==> src/hw/rtl/gcdlcm_pkg.sv <==
// gcd/lcm unit package: field widths, default operand width, core status type
// no dependencies
`default_nettype none

package gcdlcm_pkg;

  localparam int FIELD_W           = 32;
  localparam int PRODUCT_W         = 64;
  localparam int OPERAND_WIDTH_DEF = 32;

  typedef struct packed {
    logic busy;
    logic done;
  } core_stat_t;

endpackage

`default_nettype wire

==> src/hw/rtl/gcdlcm_core.sv <==
// gcd/lcm iterative core: binary gcd, restoring divide, final multiply
// one shared subtractor serves the gcd reduction and the divide steps
// depends on gcdlcm_pkg
`default_nettype none

module gcdlcm_core #(
  parameter int W = gcdlcm_pkg::OPERAND_WIDTH_DEF
) (
  input  wire logic                   clk_i,
  input  wire logic                   rst_ni,
  input  wire logic                   start_i,
  input  wire logic [W-1:0]           a_i,
  input  wire logic [W-1:0]           b_i,
  output gcdlcm_pkg::core_stat_t      stat_o,
  output logic      [W-1:0]           gcd_o,
  output logic      [2*W-1:0]         lcm_o
);

  localparam int CntW = $clog2(W);

  typedef enum logic [2:0] {
    ST_IDLE,
    ST_STRIP,
    ST_REDUCE,
    ST_DIVIDE,
    ST_MULT
  } state_e;

  state_e          state_q;
  logic            done_q;
  logic [W-1:0]    a_q;
  logic [W-1:0]    b_q;
  logic [W-1:0]    x_q;
  logic [W-1:0]    y_q;
  logic [W-1:0]    g_q;
  logic [W-1:0]    rem_q;
  logic [CntW-1:0] k_q;
  logic [CntW-1:0] cnt_q;
  logic [2*W-1:0]  prod_q;

  // shared subtract / compare unit
  logic [W:0]      opa;
  logic [W:0]      opb;
  logic [W+1:0]    diff;
  logic            borrow;
  logic [2*W-1:0]  prod_c;

  always_comb begin
    case (state_q)
      ST_REDUCE: begin
        opa = {1'b0, a_q};
        opb = {1'b0, b_q};
      end
      ST_DIVIDE: begin
        opa = {rem_q, x_q[W-1]};
        opb = {1'b0, g_q};
      end
      default: begin
        opa = '0;
        opb = '0;
      end
    endcase
  end

  assign diff   = {1'b0, opa} - {1'b0, opb};
  assign borrow = diff[W+1];
  assign prod_c = x_q * y_q;

  always_ff @(posedge clk_i or negedge rst_ni) begin
    if (!rst_ni) begin
      state_q <= ST_IDLE;
      done_q  <= 1'b0;
    end else begin
      done_q <= 1'b0;
      case (state_q)
        ST_IDLE: begin
          if (start_i) begin
            a_q     <= a_i;
            b_q     <= b_i;
            x_q     <= a_i;
            y_q     <= b_i;
            k_q     <= '0;
            state_q <= ST_STRIP;
          end
        end
        // remove common factors of two
        ST_STRIP: begin
          if (a_q[0] || b_q[0]) begin
            state_q <= ST_REDUCE;
          end else begin
            a_q <= a_q >> 1;
            b_q <= b_q >> 1;
            k_q <= k_q + CntW'(1);
          end
        end
        ST_REDUCE: begin
          if (!a_q[0]) begin
            a_q <= a_q >> 1;
          end else if (!b_q[0]) begin
            b_q <= b_q >> 1;
          end else if (diff == '0) begin
            g_q     <= a_q << k_q;
            rem_q   <= '0;
            cnt_q   <= CntW'(W - 1);
            state_q <= ST_DIVIDE;
          end else if (borrow) begin
            a_q <= b_q;
            b_q <= a_q;
          end else begin
            a_q <= diff[W-1:0];
          end
        end
        // quotient bits shift into x from the low end
        ST_DIVIDE: begin
          rem_q <= borrow ? opa[W-1:0] : diff[W-1:0];
          x_q   <= {x_q[W-2:0], ~borrow};
          if (cnt_q == '0) begin
            state_q <= ST_MULT;
          end else begin
            cnt_q <= cnt_q - CntW'(1);
          end
        end
        ST_MULT: begin
          prod_q  <= prod_c;
          done_q  <= 1'b1;
          state_q <= ST_IDLE;
        end
        default: begin
          state_q <= ST_IDLE;
        end
      endcase
    end
  end

  assign stat_o.busy = (state_q != ST_IDLE);
  assign stat_o.done = done_q;
  assign gcd_o       = g_q;
  assign lcm_o       = prod_q;

endmodule

`default_nettype wire

==> src/hw/rtl/gcd_and_lcm_unit.sv <==
// gcd and lcm unit top level: request handshake, zero / equal shortcuts, result registers
// depends on gcdlcm_pkg and gcdlcm_core
//
// channel   direction  signals                                   handshake
// request   in         first_value_i, second_value_i             start & !busy
// result    out        common_divisor_o, common_multiple_o       done_o, one cycle
//
// zero or equal operands: result in the cycle after the request, busy stays low
// otherwise: the k shared factors of two are stripped, then the binary gcd steps run on
//   the shared subtractor, then W divide steps and the final multiply
// on the core path busy is high after the request until the result cycle; the receiver cannot stall
// rst_ni clears control state only
`default_nettype none

module gcd_and_lcm_unit #(
  parameter int OPERAND_WIDTH = gcdlcm_pkg::OPERAND_WIDTH_DEF
) (
  input  wire logic                             clk_i,
  input  wire logic                             rst_ni,
  input  wire logic                             start,
  output logic                                  busy,
  input  wire logic [gcdlcm_pkg::FIELD_W-1:0]   first_value_i,
  input  wire logic [gcdlcm_pkg::FIELD_W-1:0]   second_value_i,
  output logic                                  done_o,
  output logic [gcdlcm_pkg::FIELD_W-1:0]        common_divisor_o,
  output logic [gcdlcm_pkg::PRODUCT_W-1:0]      common_multiple_o
);

  localparam int W        = OPERAND_WIDTH;
  localparam int FieldW   = gcdlcm_pkg::FIELD_W;
  localparam int ProductW = gcdlcm_pkg::PRODUCT_W;

  logic                   busy_q;
  logic                   done_q;
  logic [FieldW-1:0]      gcd_q;
  logic [ProductW-1:0]    lcm_q;

  logic [W-1:0]           a;
  logic [W-1:0]           b;
  logic                   accept;
  logic                   shortcut;
  logic                   core_start;
  gcdlcm_pkg::core_stat_t core_stat;
  logic [W-1:0]           core_gcd;
  logic [2*W-1:0]         core_lcm;

  assign a          = first_value_i[W-1:0];
  assign b          = second_value_i[W-1:0];
  assign accept     = start && !busy_q;
  assign shortcut   = (a == '0) || (b == '0) || (a == b);
  assign core_start = accept && !shortcut;

  gcdlcm_core #(
    .W (W)
  ) u_core (
    .clk_i   (clk_i),
    .rst_ni  (rst_ni),
    .start_i (core_start),
    .a_i     (a),
    .b_i     (b),
    .stat_o  (core_stat),
    .gcd_o   (core_gcd),
    .lcm_o   (core_lcm)
  );

  always_ff @(posedge clk_i or negedge rst_ni) begin
    if (!rst_ni) begin
      busy_q <= 1'b0;
      done_q <= 1'b0;
    end else begin
      done_q <= 1'b0;
      if (accept) begin
        if (shortcut) begin
          done_q <= 1'b1;
          if (a == '0) begin
            gcd_q <= FieldW'(b);
            lcm_q <= '0;
          end else if (b == '0) begin
            gcd_q <= FieldW'(a);
            lcm_q <= '0;
          end else begin
            gcd_q <= FieldW'(a);
            lcm_q <= ProductW'(a);
          end
        end else begin
          busy_q <= 1'b1;
        end
      end else if (core_stat.done) begin
        busy_q <= 1'b0;
        done_q <= 1'b1;
        gcd_q  <= FieldW'(core_gcd);
        lcm_q  <= ProductW'(core_lcm);
      end
    end
  end

  assign busy              = busy_q;
  assign done_o            = done_q;
  assign common_divisor_o  = gcd_q;
  assign common_multiple_o = lcm_q;

`ifndef NO_ASSERTIONS
  a_core_done_while_busy : assert property (@(posedge clk_i) disable iff (!rst_ni)
    core_stat.done |-> busy_q)
    else $error("core finished without an open request");

  a_core_idle_on_accept : assert property (@(posedge clk_i) disable iff (!rst_ni)
    accept |-> !core_stat.busy)
    else $error("request accepted while the core is working");

  a_result_frees_unit : assert property (@(posedge clk_i) disable iff (!rst_ni)
    done_o |-> !busy_q)
    else $error("result shown while the unit still reports busy");

  a_core_done_to_result : assert property (@(posedge clk_i) disable iff (!rst_ni)
    core_stat.done |=> done_o && !busy_q)
    else $error("core result not delivered");
`endif

endmodule

`default_nettype wire

==> config.mk <==
export PLATFORM = sky130hd
export DESIGN_NAME = gcd_and_lcm_unit
export DESIGN_NICKNAME = d
export VERILOG_FILES = /design/src/hw/rtl/gcdlcm_pkg.sv /design/src/hw/rtl/gcdlcm_core.sv /design/src/hw/rtl/gcd_and_lcm_unit.sv
export SDC_FILE = /design/constraint.sdc
export NUM_CORES = 2
export LEC_CHECK = 0
export ABC_AREA = 0
export BUFFER_PORTS_ARGS = -buffer_cell sky130_fd_sc_hd__buf_2
export CAP_MARGIN = 20
export CELL_PAD_IN_SITES_DETAIL_PLACEMENT = 0
export CELL_PAD_IN_SITES_GLOBAL_PLACEMENT = 2
export CORE_ASPECT_RATIO = 0.7
export CORE_MARGIN = 2
export CORE_UTILIZATION = 43
export CTS_BUF_LIST = sky130_fd_sc_hd__clkbuf_4 sky130_fd_sc_hd__clkbuf_8 sky130_fd_sc_hd__clkbuf_16
export DETAILED_ROUTE_END_ITERATION = 8
export GPL_TIMING_DRIVEN = 0
export MAX_ROUTING_LAYER = met4
export PLACE_DENSITY_LB_ADDON = 0.1
export SYNTH_ARGS = -nofsm -noshare
export SYNTH_HDL_FRONTEND = slang
export SYNTH_SLANG_ARGS = --single-unit
==> constraint.sdc <==
create_clock -name clk_i -period 9.2 [get_ports clk_i]
set_input_delay 1.84 -clock clk_i [delete_from_list [all_inputs] [get_ports clk_i]]
set_output_delay 1.84 -clock clk_i [all_outputs]
set_load 0.02 [all_outputs]
==> results.sh <==
export IMPL_die_x_um=421
export IMPL_area_growth_pct=10.4
export IMPL_avgSynthCellArea_um2=9.63
export IMPL_drtIter0Drc=5565
export IMPL_design_area_um2=57800
export IMPL_maxCapViolCount=0
export IMPL_grt_pass1_wl_um=327000
export IMPL_synth_seq_cells=368
export IMPL_vias=42393
export IMPL_path_class="reg2reg"
export IMPL_nNetsFinal=6961
export IMPL_hp_class="reg2reg"
export IMPL_routed_wl_um=232000
export IMPL_rows=107
export IMPL_synthArstFlopShare=0.0163
export IMPL_required_ns=9.54
export IMPL_ys_top_cells_by_area="fa_1, edfxtp_1, and2_1, ha_1, inv_1"
export IMPL_cts_tree="yes"
export IMPL_min_from="u_core.lcm_o[54]"
export IMPL_hold_worst_slack_ns=0.520
export IMPL_cp_start_kind="flip-flop"
export IMPL_fin_crit_ns=9.14
export IMPL_cts_hold_fix_buffers=0
export IMPL_overflow=0
export IMPL_drc=0
export IMPL_final_util=0.477
export IMPL_dpl_cell_count=7256
export IMPL_antenna_found_initial=24
export IMPL_cts_path_max_buffers=3
export IMPL_vias_per_cell=5.74
export IMPL_worst_pin_slew_ns=1.27
export IMPL_dp_hpwl_um=193000
export IMPL_max_freq_mhz=109
export IMPL_cp_max_fo=10
export IMPL_reg2reg_from="u_core.y_q[13]"
export IMPL_ioPinCount=165
export IMPL_drive_gt1_frac=0.0930
export IMPL_syn_nets=6700
export IMPL_timing_final_crit_share=0.993
export IMPL_grt_max_degree=60
export IMPL_clock_latency_ns=0.62
export IMPL_crit_start="u_core.y_q[13]"
export IMPL_syn_cell_area_um2=52400
export IMPL_setup_viol=0
export IMPL_ys_warn_count=0
export IMPL_die_area_um2=125000
export IMPL_dpl_cell_area_um2=55600
export IMPL_crit_arrival_ns=9.48
export IMPL_yosys_top_cells_count="inv_1, fa_1, nand2_1, and2_1, edfxtp_1"
export IMPL_core_area_um2=121000
export IMPL_ant_nets=0
export IMPL_grt_pass1_vias=41525
export IMPL_synth_top_cell_by_area="fa_1"
export IMPL_yosys_most_used_dff="edfxtp_1"
export IMPL_wl_per_cell_um=31.4
export IMPL_cts_root_buffer="clkbuf_16"
export IMPL_ys_types=74
export IMPL_firstDrtPassIters=7
export IMPL_groute_usage_overall=0.385
export IMPL_seq_area_frac_synth=0.210
export IMPL_portBuffers=164
export IMPL_status="complete, no violations"
export IMPL_finalMaxSlewViolations=0
export IMPL_synth_edf_count=362
export IMPL_synthesis_instances=5439
export IMPL_gp_congestion=1.01
export IMPL_stdcell_count=7381
export IMPL_clk_pin_slew_worst_paths_ns=0.06
export IMPL_synth_top_area_frac=0.343
export IMPL_cts_num_sinks=368
export IMPL_hold_viol=0
export IMPL_fp_dieH_um=296
export IMPL_cts_max_level=2
export IMPL_nFillCells=11816
export IMPL_crit_path_end_kind="flip-flop"
export IMPL_start_util=0.432
export IMPL_rsz0062_at_grt="false"
export IMPL_relSlewSlack=0.151
export IMPL_synth_most_common_cell="inv_1"
export IMPL_cts_inserted_buffers=42
export IMPL_clock_skew_ns=0.0442
-- kinds of logic (layout without fill, tap and decap cells) --
kind of cell	count (synthesis)	after routing	share of synthesized area
other	0	13	0
multiplexers	59	59	0.0141
adder cells (fa/ha/maj)	1194	1194	0.414
XOR/XNOR	128	128	0.0214
AND/OR/NAND/NOR	1697	1697	0.161
buffers and inverters	1280	1574	0.0918
flip-flops	368	368	0.210
AO/OA/AOI/OAI	713	713	0.0874
-- layout by cell type, fill, tap and decap left out, drive strengths merged, types with 6 or more instances in the layout --
cell type / count
mux4: 11
o21a: 15
ha: 297
dfrtp: 6
nor4: 34
o22ai: 13
nor2: 152
a22o: 63
a31oi: 16
diode: 13
clkinv: 22
nand3: 26
a21o: 60
a21oi: 271
xnor2: 63
mux2: 9
nand4: 29
fa: 897
or3: 6
nand2b: 14
a211oi: 19
mux2i: 39
and3: 13
and2: 639
inv: 959
clkbuf: 303
edfxtp: 362
nor3: 23
buf: 283
o21bai: 15
nor2b: 17
o211ai: 6
nand2: 718
o21ai: 122
a22oi: 33
xor2: 65
or2: 7
a222oi: 31
-- registers in the layout, indices dropped and copies added (netlist names) --
name               flops
u_core.y_q            32
u_core.gcd_o          32
u_core.lcm_o          64
common_multiple_o     64
busy                   1
u_core.cnt_q           5
done_o                 1
u_core.x_q            32
u_core.b_q            32
u_core.a_q            32
u_core.done_q          1
u_core.rem_q          32
common_divisor_o      32
u_core.state_q         3
u_core.k_q             5
-- through the flow --
| stage | setup TNS [ns] | setup slack (ns) |
|---|---|---|
| after global routing | 0 | 0.0138 |
| final | 0 | 0.0641 |
| after global placement | -114.80 | -2.84 |
| after detailed placement | -14.20 | -1.37 |
| after floorplan | 0 | 1.74 |
| after CTS | 0 | 0.00502 |
-- worst paths after layout --
| check | end | slack, ns | cells past startpoint |
|---|---|---|---|
| min | common_multiple_o[54] | 0.52 | 1 |
| max | u_core.lcm_o[63] | 0.06 | 24 |
| max reg2reg | u_core.lcm_o[63] | 0.06 | 24 |
| min in group asynchronous | u_core.state_q[1] | 1.10 | 1 |
| min reg2reg | common_multiple_o[54] | 0.52 | 1 |
| max in group asynchronous | u_core.state_q[0] | 7.88 | 1 |
-- worst max-delay path, stage by stage, from the launching register on --
cell and delay, ns:
edfxtp_1 0.58, buf_2 0.47, and2_1 0.21, fa_1 0.43, fa_1 0.58, inv_1 0.08
fa_1 0.45, fa_1 0.52, fa_1 0.55, inv_1 0.05, fa_1 0.44, fa_1 0.65
fa_1 0.49, ha_2 0.43, nand2_1 0.33, o32ai_4 0.56, o221ai_1 0.32, o2bb2ai_1 0.38
or4_1 0.20, and3_1 0.21, nor2_1 0.09, o31a_1 0.34, o21ai_0 0.23, a21oi_1 0.12
xnor2_1 0.16
-- layer usage --
metal	part of all wire	track usage
met1	0.47	0.595
met2	0.38	0.493
met3	0.13	0.112
met4	0.020	0.0678
met5	0	-
-- cell type report --
cell class / count / area [µm²] / share of cell area
Buffer: 317 / 1550 / 0.0268
Tap cell: 1635 / 2050 / 0.0354
Clock inverter: 31 / 297 / 0.00513
Clock buffer: 46 / 1100 / 0.0190
Inverter: 957 / 3590 / 0.0621
Multi-Input combinational cell: 3791 / 36700 / 0.635
Sequential cell: 368 / 11000 / 0.191
Antenna cell: 13 / 32.5 / 0.000563
Timing Repair Buffer: 223 / 1480 / 0.0257
-- timing repair --
item	CTS	global route
gates resized for setup	206	130
gates cloned	0	0
endpoints found under the hold margin	0	0
pin swaps	3	2
setup endpoints to repair	20	14
setup buffers	27	13
Power is not shown: default switching activity piles up to over one toggle a cycle in this logic, so the estimate is an artifact.
